**src/rtl/core/paf_pkg.sv**
```systemverilog
// Shared constants, codes and control structs for the polygon area filter and sum.
// No dependencies; compiled first.
package paf_pkg;

  // Default geometry and accumulator sizing (top-level parameter defaults)
  localparam int unsigned COORD_BITS   = 16;
  localparam int unsigned MAX_VERTICES = 1024;
  localparam int unsigned SUM_BITS     = 48;

  // Fixed result field widths
  localparam int unsigned AREA_BITS    = 40;
  localparam int unsigned TOTAL_BITS   = 48;
  localparam int unsigned VCNT_BITS    = 11;
  localparam int unsigned SETCNT_BITS  = 16;
  localparam int unsigned VCNT_LIMIT   = 2047;

  // Configuration port
  localparam int unsigned MODE_BITS     = 2;
  localparam int unsigned CFG_IDX_BITS  = 1;
  localparam int unsigned CFG_DATA_BITS = 11;

  localparam logic [AREA_BITS-1:0]   AREA_MAX   = '1;
  localparam logic [SETCNT_BITS-1:0] SETCNT_MAX = '1;

  typedef enum logic [MODE_BITS-1:0] {
    SEL_EVEN  = 2'd0,
    SEL_ODD   = 2'd1,
    SEL_ALL   = 2'd2,
    SEL_EXACT = 2'd3
  } sel_mode_e;

  typedef enum logic [CFG_IDX_BITS-1:0] {
    CFG_SELECT_MODE    = 1'd0,
    CFG_MATCH_VERTICES = 1'd1
  } cfg_reg_e;

  localparam sel_mode_e            MODE_RESET  = SEL_ALL;
  localparam logic [VCNT_BITS-1:0] MATCH_RESET = 11'd3;

  // Per-vertex control carried alongside the cross-product pipeline
  typedef struct packed {
    logic start;   // first vertex of a polygon
    logic pend;    // closes the polygon
    logic send;    // closes the set
  } vtx_flags_t;

  // Control leaving the shoelace accumulator
  typedef struct packed {
    logic pend;
    logic send;
    logic sat;     // a cross sum or vertex count saturated on this vertex
  } acc_flags_t;

endpackage

```
**src/rtl/core/paf_if.sv**
```systemverilog
// Valid/ready channel interfaces: vertex input, polygon result and config write.
// Depends on paf_pkg.
interface paf_in_if #(
  parameter int unsigned CoordBits = paf_pkg::COORD_BITS
);
  logic                        valid;
  logic                        ready;
  logic signed [CoordBits-1:0] x_coord;
  logic signed [CoordBits-1:0] y_coord;
  logic                        polygon_end;
  logic                        set_end;

  modport source (output valid, x_coord, y_coord, polygon_end, set_end, input ready);
  modport sink   (input valid, x_coord, y_coord, polygon_end, set_end, output ready);
endinterface

interface paf_out_if;
  logic                                valid;
  logic                                ready;
  logic [paf_pkg::AREA_BITS-1:0]       polygon_double_area;
  logic [paf_pkg::VCNT_BITS-1:0]       polygon_vertices;
  logic                                polygon_selected;
  logic [paf_pkg::TOTAL_BITS-1:0]      total_double_area;
  logic [paf_pkg::SETCNT_BITS-1:0]     selected_total;
  logic [paf_pkg::SETCNT_BITS-1:0]     polygon_total;
  logic                                final_result;
  logic                                overflow_flag;

  modport source (output valid, polygon_double_area, polygon_vertices, polygon_selected,
                  total_double_area, selected_total, polygon_total, final_result,
                  overflow_flag, input ready);
  modport sink   (input valid, polygon_double_area, polygon_vertices, polygon_selected,
                  total_double_area, selected_total, polygon_total, final_result,
                  overflow_flag, output ready);
endinterface

interface paf_cfg_if;
  logic                                valid;
  logic                                ready;
  logic [paf_pkg::CFG_IDX_BITS-1:0]    index;
  logic [paf_pkg::CFG_DATA_BITS-1:0]   data;

  modport source (output valid, index, data, input ready);
  modport sink   (input valid, index, data, output ready);
endinterface

```
**src/rtl/core/paf_cross.sv**
```systemverilog
// Vertex front end: first/previous vertex tracking, input register, product and
// cross-term stages. Depends on paf_pkg.
module paf_cross #(
  parameter int unsigned CoordBits = paf_pkg::COORD_BITS,
  localparam int unsigned CrossBits = 2 * CoordBits + 1
) (
  input  logic                        clk_i,
  input  logic                        rst_ni,
  input  logic                        in_valid_i,
  output logic                        in_ready_o,
  input  logic signed [CoordBits-1:0] x_i,
  input  logic signed [CoordBits-1:0] y_i,
  input  logic                        pend_i,
  input  logic                        send_i,
  output logic                        out_valid_o,
  input  logic                        out_ready_i,
  output paf_pkg::vtx_flags_t         flags_o,
  output logic signed [CrossBits-1:0] c_prev_o,
  output logic signed [CrossBits-1:0] c_close_o
);

  localparam int unsigned ProdBits = 2 * CoordBits;

  logic                        start_q;
  logic signed [CoordBits-1:0] first_x_q, first_y_q, prev_x_q, prev_y_q;

  logic                        s1_vld_q, s2_vld_q, s3_vld_q;
  logic                        s1_rdy, s2_rdy, s3_rdy, in_take;

  logic signed [CoordBits-1:0] s1_x_q, s1_y_q, s1_px_q, s1_py_q, s1_fx_q, s1_fy_q;
  paf_pkg::vtx_flags_t         s1_flags_q, s2_flags_q, s3_flags_q;

  logic signed [ProdBits-1:0]  p_a_q, p_b_q, p_c_q, p_d_q;
  logic signed [CrossBits-1:0] c_prev_q, c_close_q;

  assign s3_rdy     = !s3_vld_q || out_ready_i;
  assign s2_rdy     = !s2_vld_q || s3_rdy;
  assign s1_rdy     = !s1_vld_q || s2_rdy;
  assign in_ready_o = s1_rdy;
  assign in_take    = in_valid_i && s1_rdy;

  always_ff @(posedge clk_i or negedge rst_ni) begin
    if (!rst_ni) begin
      start_q  <= 1'b1;
      s1_vld_q <= 1'b0;
      s2_vld_q <= 1'b0;
      s3_vld_q <= 1'b0;
    end else begin
      if (in_take) start_q <= pend_i;
      if (s1_rdy)  s1_vld_q <= in_valid_i;
      if (s2_rdy)  s2_vld_q <= s1_vld_q;
      if (s3_rdy)  s3_vld_q <= s2_vld_q;
    end
  end

  // first vertex of a polygon pairs with itself, so its closing term is zero
  always_ff @(posedge clk_i) begin
    if (in_take) begin
      prev_x_q         <= x_i;
      prev_y_q         <= y_i;
      if (start_q) begin
        first_x_q <= x_i;
        first_y_q <= y_i;
      end
      s1_x_q           <= x_i;
      s1_y_q           <= y_i;
      s1_px_q          <= prev_x_q;
      s1_py_q          <= prev_y_q;
      s1_fx_q          <= start_q ? x_i : first_x_q;
      s1_fy_q          <= start_q ? y_i : first_y_q;
      s1_flags_q.start <= start_q;
      s1_flags_q.pend  <= pend_i;
      s1_flags_q.send  <= send_i;
    end
    if (s2_rdy && s1_vld_q) begin
      p_a_q      <= ProdBits'(s1_px_q) * ProdBits'(s1_y_q);
      p_b_q      <= ProdBits'(s1_py_q) * ProdBits'(s1_x_q);
      p_c_q      <= ProdBits'(s1_x_q) * ProdBits'(s1_fy_q);
      p_d_q      <= ProdBits'(s1_y_q) * ProdBits'(s1_fx_q);
      s2_flags_q <= s1_flags_q;
    end
    if (s3_rdy && s2_vld_q) begin
      c_prev_q   <= CrossBits'(p_a_q) - CrossBits'(p_b_q);
      c_close_q  <= CrossBits'(p_c_q) - CrossBits'(p_d_q);
      s3_flags_q <= s2_flags_q;
    end
  end

  assign out_valid_o = s3_vld_q;
  assign flags_o     = s3_flags_q;
  assign c_prev_o    = c_prev_q;
  assign c_close_o   = c_close_q;

endmodule

```
**src/rtl/core/paf_accum.sv**
```systemverilog
// Shoelace accumulator: saturating signed cross sum and vertex counter per polygon.
// Depends on paf_pkg.
module paf_accum #(
  parameter int unsigned CoordBits   = paf_pkg::COORD_BITS,
  parameter int unsigned SumBits     = paf_pkg::SUM_BITS,
  parameter int unsigned MaxVertices = paf_pkg::MAX_VERTICES,
  localparam int unsigned CrossBits  = 2 * CoordBits + 1
) (
  input  logic                                 clk_i,
  input  logic                                 rst_ni,
  input  logic                                 in_valid_i,
  output logic                                 in_ready_o,
  input  paf_pkg::vtx_flags_t                  flags_i,
  input  logic signed [CrossBits-1:0]          c_prev_i,
  input  logic signed [CrossBits-1:0]          c_close_i,
  output logic                                 out_valid_o,
  input  logic                                 out_ready_i,
  output paf_pkg::acc_flags_t                  flags_o,
  output logic signed [SumBits-1:0]            sum_o,
  output logic [paf_pkg::VCNT_BITS-1:0]        vcnt_o
);

  localparam int unsigned WideBits = (SumBits > CrossBits ? SumBits : CrossBits) + 1;
  localparam logic signed [WideBits-1:0] SumHi =
    {{(WideBits - SumBits + 1){1'b0}}, {(SumBits - 1){1'b1}}};
  localparam logic signed [WideBits-1:0] SumLo = ~SumHi;
  localparam logic [paf_pkg::VCNT_BITS-1:0] VcntMax = paf_pkg::VCNT_BITS'(
    MaxVertices < paf_pkg::VCNT_LIMIT ? MaxVertices : paf_pkg::VCNT_LIMIT);

  // {saturated, value}
  function automatic logic [SumBits:0] sat_add(input logic signed [SumBits-1:0]   a,
                                               input logic signed [CrossBits-1:0] b);
    logic signed [WideBits-1:0] s;
    s = WideBits'(a) + WideBits'(b);
    if (s > SumHi)      return {1'b1, SumHi[SumBits-1:0]};
    else if (s < SumLo) return {1'b1, SumLo[SumBits-1:0]};
    else                return {1'b0, s[SumBits-1:0]};
  endfunction

  logic                             vld_q, take;
  logic signed [SumBits-1:0]        sum_q, sum_d, part_sum;
  logic [paf_pkg::VCNT_BITS-1:0]    vcnt_q, vcnt_d;
  logic [SumBits:0]                 step_prev, step_close;
  logic                             sat_prev, sat_close, sat_vcnt;
  paf_pkg::acc_flags_t              flags_q;

  assign in_ready_o = !vld_q || out_ready_i;
  assign take       = in_valid_i && in_ready_o;

  always_comb begin
    step_prev  = sat_add(sum_q, c_prev_i);
    part_sum   = flags_i.start ? '0 : step_prev[SumBits-1:0];
    sat_prev   = !flags_i.start && step_prev[SumBits];
    step_close = sat_add(part_sum, c_close_i);
    sum_d      = flags_i.pend ? step_close[SumBits-1:0] : part_sum;
    sat_close  = flags_i.pend && step_close[SumBits];

    sat_vcnt = 1'b0;
    if (flags_i.start) begin
      vcnt_d = paf_pkg::VCNT_BITS'(1);
    end else if (vcnt_q < VcntMax) begin
      vcnt_d = vcnt_q + paf_pkg::VCNT_BITS'(1);
    end else begin
      vcnt_d   = vcnt_q;
      sat_vcnt = 1'b1;
    end
  end

  always_ff @(posedge clk_i or negedge rst_ni) begin
    if (!rst_ni) begin
      vld_q <= 1'b0;
    end else if (in_ready_o) begin
      vld_q <= in_valid_i;
    end
  end

  always_ff @(posedge clk_i) begin
    if (take) begin
      sum_q        <= sum_d;
      vcnt_q       <= vcnt_d;
      flags_q.pend <= flags_i.pend;
      flags_q.send <= flags_i.send;
      flags_q.sat  <= sat_prev || sat_close || sat_vcnt;
    end
  end

  assign out_valid_o = vld_q;
  assign flags_o     = flags_q;
  assign sum_o       = sum_q;
  assign vcnt_o      = vcnt_q;

endmodule

```
**src/rtl/core/paf_total.sv**
```systemverilog
// Area magnitude, polygon selection, set totals and the result register.
// Depends on paf_pkg.
module paf_total #(
  parameter int unsigned SumBits = paf_pkg::SUM_BITS
) (
  input  logic                               clk_i,
  input  logic                               rst_ni,
  input  logic                               in_valid_i,
  output logic                               in_ready_o,
  input  paf_pkg::acc_flags_t                flags_i,
  input  logic signed [SumBits-1:0]          sum_i,
  input  logic [paf_pkg::VCNT_BITS-1:0]      vcnt_i,
  input  paf_pkg::sel_mode_e                 mode_i,
  input  logic [paf_pkg::VCNT_BITS-1:0]      match_i,
  output logic                               out_valid_o,
  input  logic                               out_ready_i,
  output logic [paf_pkg::AREA_BITS-1:0]      area_o,
  output logic [paf_pkg::VCNT_BITS-1:0]      vcnt_o,
  output logic                               selected_o,
  output logic [paf_pkg::TOTAL_BITS-1:0]     total_o,
  output logic [paf_pkg::SETCNT_BITS-1:0]    chosen_o,
  output logic [paf_pkg::SETCNT_BITS-1:0]    seen_o,
  output logic                               final_o,
  output logic                               overflow_o
);

  localparam int unsigned TotBits = paf_pkg::TOTAL_BITS;
  localparam int unsigned CntBits = paf_pkg::SETCNT_BITS;
  localparam int unsigned TotUsed = SumBits < TotBits ? SumBits : TotBits;
  localparam logic [TotBits-1:0] TotalMax =
    (TotBits'(1) << TotUsed) - TotBits'(1);

  logic                              take;
  logic [SumBits-1:0]                abs_val;
  logic [63:0]                       abs_wide;
  logic [paf_pkg::AREA_BITS-1:0]     mag;
  logic                              mag_sat, chosen, tot_sat, event_sat;
  logic [TotBits:0]                  tot_sum;
  logic [TotBits-1:0]                total_q, total_d;
  logic [CntBits-1:0]                chosen_q, chosen_d, seen_q, seen_d;
  logic                              sat_q;

  logic                              out_vld_q;
  logic [paf_pkg::AREA_BITS-1:0]     area_q;
  logic [paf_pkg::VCNT_BITS-1:0]     vcnt_q;
  logic                              selected_q, final_q, overflow_q;
  logic [TotBits-1:0]                total_out_q;
  logic [CntBits-1:0]                chosen_out_q, seen_out_q;

  // a plain vertex carries only saturation news and never waits on the result slot
  assign in_ready_o = !in_valid_i || !flags_i.pend || !out_vld_q || out_ready_i;
  assign take       = in_valid_i && in_ready_o;

  always_comb begin
    abs_val  = sum_i[SumBits-1] ? SumBits'(-sum_i) : SumBits'(sum_i);
    abs_wide = 64'(abs_val);
    mag_sat  = abs_wide > 64'(paf_pkg::AREA_MAX);
    mag      = mag_sat ? paf_pkg::AREA_MAX : abs_wide[paf_pkg::AREA_BITS-1:0];

    case (mode_i)
      paf_pkg::SEL_EVEN: chosen = !vcnt_i[0];
      paf_pkg::SEL_ODD:  chosen = vcnt_i[0];
      paf_pkg::SEL_ALL:  chosen = 1'b1;
      default:           chosen = (vcnt_i == match_i);
    endcase

    event_sat = flags_i.sat || mag_sat;

    if (seen_q != paf_pkg::SETCNT_MAX) begin
      seen_d = seen_q + CntBits'(1);
    end else begin
      seen_d    = seen_q;
      event_sat = 1'b1;
    end

    tot_sum  = (TotBits + 1)'(total_q) + (TotBits + 1)'(mag);
    tot_sat  = 1'b0;
    total_d  = total_q;
    chosen_d = chosen_q;
    if (chosen) begin
      if (tot_sum > (TotBits + 1)'(TotalMax)) begin
        total_d = TotalMax;
        tot_sat = 1'b1;
      end else begin
        total_d = tot_sum[TotBits-1:0];
      end
      if (chosen_q != paf_pkg::SETCNT_MAX) begin
        chosen_d = chosen_q + CntBits'(1);
      end else begin
        event_sat = 1'b1;
      end
    end
    event_sat = event_sat || tot_sat;
  end

  always_ff @(posedge clk_i or negedge rst_ni) begin
    if (!rst_ni) begin
      out_vld_q <= 1'b0;
      total_q   <= '0;
      chosen_q  <= '0;
      seen_q    <= '0;
      sat_q     <= 1'b0;
    end else begin
      if (take && flags_i.pend) begin
        out_vld_q <= 1'b1;
        if (flags_i.send) begin
          total_q  <= '0;
          chosen_q <= '0;
          seen_q   <= '0;
          sat_q    <= 1'b0;
        end else begin
          total_q  <= total_d;
          chosen_q <= chosen_d;
          seen_q   <= seen_d;
          sat_q    <= sat_q || event_sat;
        end
      end else begin
        if (out_ready_i) out_vld_q <= 1'b0;
        if (take)        sat_q     <= sat_q || flags_i.sat;
      end
    end
  end

  always_ff @(posedge clk_i) begin
    if (take && flags_i.pend) begin
      area_q       <= mag;
      vcnt_q       <= vcnt_i;
      selected_q   <= chosen;
      total_out_q  <= total_d;
      chosen_out_q <= chosen_d;
      seen_out_q   <= seen_d;
      final_q      <= flags_i.send;
      overflow_q   <= sat_q || event_sat;
    end
  end

  assign out_valid_o = out_vld_q;
  assign area_o      = area_q;
  assign vcnt_o      = vcnt_q;
  assign selected_o  = selected_q;
  assign total_o     = total_out_q;
  assign chosen_o    = chosen_out_q;
  assign seen_o      = seen_out_q;
  assign final_o     = final_q;
  assign overflow_o  = overflow_q;

endmodule

```
**src/rtl/core/polygon_area_filter_sum.sv**
```systemverilog
// Top level of the polygon area filter and sum: config registers and pipeline wiring.
// Depends on paf_pkg, paf_if, paf_cross, paf_accum and paf_total.
//
// Usage:
//   vtx_i carries one vertex per transaction (x, y, polygon_end, set_end). A vertex
//   with polygon_end closes its polygon and makes exactly one transaction on res_o;
//   other vertices make none. set_end is only looked at together with polygon_end
//   and clears the set totals after that result is reported with final_result.
//   cfg_i writes select_mode (index 0) and match_vertices (index 1); it is always
//   ready and should only be written while no vertex is in flight.
// Timing:
//   One vertex per cycle sustained while res_o accepts results. A closing vertex passes
//   the input register, product register, cross-term register, shoelace accumulator
//   and result register, in that order, on its way to res_o. The accumulator's saturating
//   add loop and the set-total add loop set the rate.
// Reset:
//   Pipeline empty, select_mode = all polygons, match_vertices = 3, totals, counts
//   and the overflow flag cleared; the next vertex starts a fresh polygon.
// Backpressure:
//   When res_o stalls, the result is held and vertices keep entering until the
//   pipeline stages fill; non-closing vertices drain past a held result.
module polygon_area_filter_sum #(
  parameter int unsigned COORD_BITS   = paf_pkg::COORD_BITS,
  parameter int unsigned MAX_VERTICES = paf_pkg::MAX_VERTICES,
  parameter int unsigned SUM_BITS     = paf_pkg::SUM_BITS
) (
  input  logic     clk_i,
  input  logic     rst_ni,
  paf_in_if.sink   vtx_i,
  paf_cfg_if.sink  cfg_i,
  paf_out_if.source res_o
);

  localparam int unsigned CrossBits = 2 * COORD_BITS + 1;

  // Configuration registers
  paf_pkg::sel_mode_e                mode_q;
  logic [paf_pkg::VCNT_BITS-1:0]     match_q;

  assign cfg_i.ready = 1'b1;

  always_ff @(posedge clk_i or negedge rst_ni) begin
    if (!rst_ni) begin
      mode_q  <= paf_pkg::MODE_RESET;
      match_q <= paf_pkg::MATCH_RESET;
    end else if (cfg_i.valid) begin
      unique case (paf_pkg::cfg_reg_e'(cfg_i.index))
        paf_pkg::CFG_SELECT_MODE:
          mode_q <= paf_pkg::sel_mode_e'(cfg_i.data[paf_pkg::MODE_BITS-1:0]);
        paf_pkg::CFG_MATCH_VERTICES:
          match_q <= cfg_i.data[paf_pkg::VCNT_BITS-1:0];
        default: ;
      endcase
    end
  end

  // Front end -> accumulator
  logic                          x_valid, x_ready;
  paf_pkg::vtx_flags_t           x_flags;
  logic signed [CrossBits-1:0]   c_prev, c_close;

  // Accumulator -> totals
  logic                          a_valid, a_ready;
  paf_pkg::acc_flags_t           a_flags;
  logic signed [SUM_BITS-1:0]    a_sum;
  logic [paf_pkg::VCNT_BITS-1:0] a_vcnt;

  paf_cross #(
    .CoordBits (COORD_BITS)
  ) u_cross (
    .clk_i       (clk_i),
    .rst_ni      (rst_ni),
    .in_valid_i  (vtx_i.valid),
    .in_ready_o  (vtx_i.ready),
    .x_i         (vtx_i.x_coord),
    .y_i         (vtx_i.y_coord),
    .pend_i      (vtx_i.polygon_end),
    .send_i      (vtx_i.set_end),
    .out_valid_o (x_valid),
    .out_ready_i (x_ready),
    .flags_o     (x_flags),
    .c_prev_o    (c_prev),
    .c_close_o   (c_close)
  );

  paf_accum #(
    .CoordBits   (COORD_BITS),
    .SumBits     (SUM_BITS),
    .MaxVertices (MAX_VERTICES)
  ) u_accum (
    .clk_i       (clk_i),
    .rst_ni      (rst_ni),
    .in_valid_i  (x_valid),
    .in_ready_o  (x_ready),
    .flags_i     (x_flags),
    .c_prev_i    (c_prev),
    .c_close_i   (c_close),
    .out_valid_o (a_valid),
    .out_ready_i (a_ready),
    .flags_o     (a_flags),
    .sum_o       (a_sum),
    .vcnt_o      (a_vcnt)
  );

  paf_total #(
    .SumBits (SUM_BITS)
  ) u_total (
    .clk_i       (clk_i),
    .rst_ni      (rst_ni),
    .in_valid_i  (a_valid),
    .in_ready_o  (a_ready),
    .flags_i     (a_flags),
    .sum_i       (a_sum),
    .vcnt_i      (a_vcnt),
    .mode_i      (mode_q),
    .match_i     (match_q),
    .out_valid_o (res_o.valid),
    .out_ready_i (res_o.ready),
    .area_o      (res_o.polygon_double_area),
    .vcnt_o      (res_o.polygon_vertices),
    .selected_o  (res_o.polygon_selected),
    .total_o     (res_o.total_double_area),
    .chosen_o    (res_o.selected_total),
    .seen_o      (res_o.polygon_total),
    .final_o     (res_o.final_result),
    .overflow_o  (res_o.overflow_flag)
  );

endmodule
```
**src/flat_wrapper.sv**
```systemverilog
// flat-port wrapper written by rule: the top's interface ports become plain ports
module polygon_area_filter_sum_flat 
#(
  parameter int unsigned COORD_BITS   = paf_pkg::COORD_BITS,
  parameter int unsigned MAX_VERTICES = paf_pkg::MAX_VERTICES,
  parameter int unsigned SUM_BITS     = paf_pkg::SUM_BITS
)
  (clk_i, rst_ni, vtx_i_valid, vtx_i_x_coord, vtx_i_y_coord, vtx_i_polygon_end, vtx_i_set_end, vtx_i_ready, cfg_i_valid, cfg_i_index, cfg_i_data, cfg_i_ready, res_o_valid, res_o_polygon_double_area, res_o_polygon_vertices, res_o_polygon_selected, res_o_total_double_area, res_o_selected_total, res_o_polygon_total, res_o_final_result, res_o_overflow_flag, res_o_ready);
  paf_in_if vtx_i_i ();
  paf_cfg_if cfg_i_i ();
  paf_out_if res_o_i ();
  input  logic clk_i;
  input  logic rst_ni;
  input wire logic [$bits(vtx_i_i.valid)-1:0] vtx_i_valid;
  input wire logic [$bits(vtx_i_i.x_coord)-1:0] vtx_i_x_coord;
  input wire logic [$bits(vtx_i_i.y_coord)-1:0] vtx_i_y_coord;
  input wire logic [$bits(vtx_i_i.polygon_end)-1:0] vtx_i_polygon_end;
  input wire logic [$bits(vtx_i_i.set_end)-1:0] vtx_i_set_end;
  output wire logic [$bits(vtx_i_i.ready)-1:0] vtx_i_ready;
  input wire logic [$bits(cfg_i_i.valid)-1:0] cfg_i_valid;
  input wire logic [$bits(cfg_i_i.index)-1:0] cfg_i_index;
  input wire logic [$bits(cfg_i_i.data)-1:0] cfg_i_data;
  output wire logic [$bits(cfg_i_i.ready)-1:0] cfg_i_ready;
  output wire logic [$bits(res_o_i.valid)-1:0] res_o_valid;
  output wire logic [$bits(res_o_i.polygon_double_area)-1:0] res_o_polygon_double_area;
  output wire logic [$bits(res_o_i.polygon_vertices)-1:0] res_o_polygon_vertices;
  output wire logic [$bits(res_o_i.polygon_selected)-1:0] res_o_polygon_selected;
  output wire logic [$bits(res_o_i.total_double_area)-1:0] res_o_total_double_area;
  output wire logic [$bits(res_o_i.selected_total)-1:0] res_o_selected_total;
  output wire logic [$bits(res_o_i.polygon_total)-1:0] res_o_polygon_total;
  output wire logic [$bits(res_o_i.final_result)-1:0] res_o_final_result;
  output wire logic [$bits(res_o_i.overflow_flag)-1:0] res_o_overflow_flag;
  input wire logic [$bits(res_o_i.ready)-1:0] res_o_ready;
  assign vtx_i_i.valid = vtx_i_valid;
  assign vtx_i_i.x_coord = vtx_i_x_coord;
  assign vtx_i_i.y_coord = vtx_i_y_coord;
  assign vtx_i_i.polygon_end = vtx_i_polygon_end;
  assign vtx_i_i.set_end = vtx_i_set_end;
  assign vtx_i_ready = vtx_i_i.ready;
  assign cfg_i_i.valid = cfg_i_valid;
  assign cfg_i_i.index = cfg_i_index;
  assign cfg_i_i.data = cfg_i_data;
  assign cfg_i_ready = cfg_i_i.ready;
  assign res_o_valid = res_o_i.valid;
  assign res_o_polygon_double_area = res_o_i.polygon_double_area;
  assign res_o_polygon_vertices = res_o_i.polygon_vertices;
  assign res_o_polygon_selected = res_o_i.polygon_selected;
  assign res_o_total_double_area = res_o_i.total_double_area;
  assign res_o_selected_total = res_o_i.selected_total;
  assign res_o_polygon_total = res_o_i.polygon_total;
  assign res_o_final_result = res_o_i.final_result;
  assign res_o_overflow_flag = res_o_i.overflow_flag;
  assign res_o_i.ready = res_o_ready;
  polygon_area_filter_sum #(.COORD_BITS(COORD_BITS), .MAX_VERTICES(MAX_VERTICES), .SUM_BITS(SUM_BITS)) u_core (.clk_i(clk_i), .rst_ni(rst_ni), .vtx_i(vtx_i_i), .cfg_i(cfg_i_i), .res_o(res_o_i));
endmodule
```
**config.mk**
```make
export PLATFORM = sky130hd
export DESIGN_NAME = polygon_area_filter_sum_flat
export DESIGN_NICKNAME = d
export VERILOG_FILES = /design/src/rtl/core/paf_pkg.sv /design/src/rtl/core/paf_if.sv /design/src/rtl/core/paf_cross.sv /design/src/rtl/core/paf_accum.sv /design/src/rtl/core/paf_total.sv /design/src/rtl/core/polygon_area_filter_sum.sv /design/src/flat_wrapper.sv
export SDC_FILE = /design/constraint.sdc
export NUM_CORES = 2
export LEC_CHECK = 0
export BUFFER_PORTS_ARGS = -buffer_cell sky130_fd_sc_hd__buf_2
export CORE_ASPECT_RATIO = 1.5
export CORE_MARGIN = 2
export CORE_UTILIZATION = 59
export DETAILED_ROUTE_END_ITERATION = 8
export GPL_TIMING_DRIVEN = 0
export PLACE_DENSITY = 0.88
export SLEW_MARGIN = 20
export SYNTH_ARGS = -nofsm -noshare
export SYNTH_HDL_FRONTEND = slang
export SYNTH_SLANG_ARGS = --single-unit
```
**constraint.sdc**
```tcl
create_clock -name clk_i -period 6.77 [get_ports clk_i]
set_clock_uncertainty 0.05 [all_clocks]
set_input_delay 0.677 -clock clk_i [delete_from_list [all_inputs] [get_ports clk_i]]
set_output_delay 0.677 -clock clk_i [all_outputs]
set_load 0.1 [all_outputs]
```
==> results.md <==
- Setup repair after global routing missed its margin: true
- Die height: 433 um
- Commonest non-fill, non-tap cell in the layout: inv_1
- Top cell type's share of synthesized area: 29.2%
- Critical path arrival: 7.39 ns
- Drt pass-1 iters: 7
- Min Clock Period, post-route: 7.01 ns
- Worst-path maximum fanout: 10
- CP max stage delay: 0.58 ns
- Drt wl/cell: 23.9 um
- Clock sink total: 595
- Mapped Area: 72300 um^2
- Vias in the first global route: 61399
- Final nets: 9505
- Rel. slew slack: 24.7%
- Core Footprint: 122000 um^2
- Final setup viols: 54
- Via Count: 57172
- Clock root buffer: clkbuf_16
- Starting Density: 59.4%
- Clock-pin slew on the worst setup and hold paths: 0.07 ns
- Synth Instances: 7408
- I/O Pins: 188
- Max Freq: 143 MHz
- Yosys warns: 0
- Die width: 290 um
- Sequential-to-total area share from yosys stat: 24.0%
- Post-synth ARST share: 16.8%
- CTS tree: done
- Row Count: 157
- Worst Setup End Kind: register
- Type of the worst min-delay path: in -> reg
- Final Hold Violating Endpoints: 0
- Pre-CTS worst setup slack: -2.86 ns
- Skew-Pair Late Insertion Delay: 0.71 ns
- CP bufs+invs: 5
- Post-DR vias/cell: 6.00
- Largest net degree at the start of global routing: 72
- I/O Buffers: 186
- Max-slew violation count: 0
- CP startpoint kind: register
- Slowest-stage cell, CP: fa_1
- Post-route ant nets: 0
- DRT iter0 DRCs: 4924
- First-pass GRT wire length: 343 mm
- Synth area leaders: fa_1 (29%), edfxtp_1 (21%), ha_1 (9.2%)
- H-tree levels: 3
- #FFs+latches synth: 595
- Most frequent cells in the layout: inv_1 (1248), fa_1 (1033), nand2_1 (1009)
- Slew @ Worst Pin: 1.12 ns
- CTS Buffer Depth: 3
- Worst Slack Setup Final: -0.236 ns
- Fraction of layout cells with a size suffix above 1: 13.0%
- DRT Wirelength: 227 mm
- Synthesized area per cell: 9.76 um^2
- Area Overhead vs Synth: 13.4%
- All-Layer GR Usage: 36.3%
- Post-synth top area cell: fa_1
- Max-cap check violation count: 0
- Most common cell on crit path: fa_1
- Number of flops mapped to enable cells by yosys: 495
- CP required: 7.15 ns
- RD Place Congestion: 1.09
- Status: finished with violations
- Yosys cell types: 86
- Total gr overflow: 0
- Crit path kind: reg -> reg
- Die area: 125000 um^2
- Failing checks: negative setup slack
- Final Cycle Share: 103%
- TritonCTS Buffers: 66
- DRC: 0
- Critical path's top delay family: adder cells
- Main synth FF type: edfxtp_1
- Post-detail-place hpwl: 173 mm
- Critical-path cell list: buf_4 > clkbuf_8 > and2_1 > fa_1 > inv_1 > fa_1 > fa_1 > fa_1 > fa_1 > fa_1 > inv_1 > ha_1 > inv_1 > o21bai_1 > a21o_1 > a21o_1 > a21oi_2 > nand2b_4 > a41oi_2 > or4b_4 > a31o_4 > a21oi_2 > xnor2_1
- Syn Nets: 9044
- Antenna violations before repair: 13
==> metrics by stage <==
step	setup TNS (ns)	instances	hold slack [ns]	util, %	instance area [um^2]
floorplan	0	7408	0.331	-	72300
global placement	-358.10	9184	0.353	61.8	75200
detailed placement	-303.35	9193	0.358	62.0	75500
CTS	-5.93	9444	0.0684	66.1	80400
global route	-17.33	9515	0.112	67.3	81900
finish	-7.03	9522	0.102	67.3	82000
==> worst register-to-register path: cells and delay by family (launching register included) <==
family          cells  cell delay [ns]
compound gates      7             1.12
flops               1             0.56
xor+xnor            1             0.07
simple gates        3             0.88
fa+ha+maj           7             3.42
buf+inv             5             0.64
==> cells in the mapped netlist (all sizes together), types with 10 or more instances <==
master and count:
mux2 17, o211ai 10, and3 50, nand2b 90, o21a 51, a22o 37
a21boi 15, a31o 11, or2 16, and2 436, edfxtp 495, nor2b 38
nand3 74, nor4 14, nand2 1029, o31ai 44, nand4 46, a31oi 39
xnor2 257, ha 532, nor3 42, a211oi 25, a21o 154, o21ai 259
nor2 222, clkbuf 259, dfrtp 96, buf 16, or3 39, a22oi 46
xor2 132, inv 1266, a21oi 317, o21bai 32, fa 1053
==> layer usage <==
| layer | vias up | share of wire (%) | track usage, % |
|---|---|---|---|
| met4 | 6 | 13 | 37.0 |
| met1 | 27899 | 31 | 35.4 |
| met2 | 3196 | 49 | 63.2 |
| met5 | - | 0.017 | 0 |
| li1 | 24865 | - | - |
| met3 | 1206 | 8.1 | 7.09 |
==> path summary, 6_finish.rpt <==
kind | from | end | slack (ns) | cells past startpoint
max | u_core.u_cross.s1_x_q[12]$_DFFE_PP_ | u_core.u_cross.p_c_q[30]$_DFFE_PP_ | -0.24 | 23
min | vtx_i_x_coord[14] | u_core.u_cross.first_x_q[14]$_DFFE_PP_ | 0.10 | 1
max reg2reg | u_core.u_cross.s1_x_q[12]$_DFFE_PP_ | u_core.u_cross.p_c_q[30]$_DFFE_PP_ | -0.24 | 23
min reg2reg | u_core.u_cross.s2_flags_q[2]$_DFFE_PP_ | u_core.u_cross.flags_o[2]$_DFFE_PP_ | 0.37 | 0
max in group asynchronous | rst_ni | u_core.u_cross.start_q$_DFFE_PN1P_ | 5.51 | 3
min in group asynchronous | rst_ni | u_core.u_total.total_q[9]$_DFFE_PN0P_ | 0.40 | 2
==> kinds of logic after synthesis <==
kind of cell             Yosys count  share of synthesized area [%]
adder cells (fa/ha/maj)         1586                           38.4
multiplexers                      24                          0.362
flip-flops                       595                           24.0
buffers and inverters           1541                           8.08
other                              1                        0.00519
AND/OR/NAND/NOR                 2129                           14.0
XOR/XNOR                         389                           4.71
AO/OA/AOI/OAI                   1143                           10.4
==> sequential cells by signal, summed over array words and instances, names as in the netlist, 11 cells and up <==
register / cells
u_core.u_total.total_q: 48
u_core.u_cross.p_a_q: 32
u_core.u_cross.s1_x_q: 16
u_core.u_cross.c_close_o: 33
u_core.u_total.area_o: 40
u_core.match_q: 11
u_core.u_total.chosen_o: 16
u_core.u_cross.s1_px_q: 16
u_core.u_accum.vcnt_o: 11
u_core.u_total.seen_q: 16
u_core.u_total.vcnt_o: 11
u_core.u_cross.first_x_q: 16
u_core.u_cross.first_y_q: 16
u_core.u_total.chosen_q: 16
u_core.u_accum.sum_o: 48
u_core.u_cross.s1_py_q: 16
u_core.u_cross.s1_y_q: 16
u_core.u_total.seen_o: 16
u_core.u_cross.p_c_q: 32
u_core.u_cross.p_d_q: 32
u_core.u_total.total_o: 48
u_core.u_cross.c_prev_o: 33
u_core.u_cross.p_b_q: 32
==> layout make-up <==
class	instances	area [um^2]
multi-input cells	5272	50600
flip-flops and latches	595	17400
diodes	10	25.0
well taps	1590	1990
clock buffers	80	1760
clock inverters	41	458
inverters	1266	4760
repair buffers	413	3080
plain buffers	255	1920
fillers	8808	39800
==> what timing repair did <==
| item | CTS | global route |
|---|---|---|
| gates resized for setup | 441 | 307 |
| pin swaps | 55 | 91 |
| endpoints found under the setup margin | 207 | 173 |
| hold buffers | 1 | 0 |
| gates cloned | 3 | 2 |
| buffers inserted | 144 | 73 |
| endpoints found under the hold margin | 29 | 0 |
Power is not shown: default switching activity piles up to over one toggle a cycle in this logic, so the estimate is an artifact.
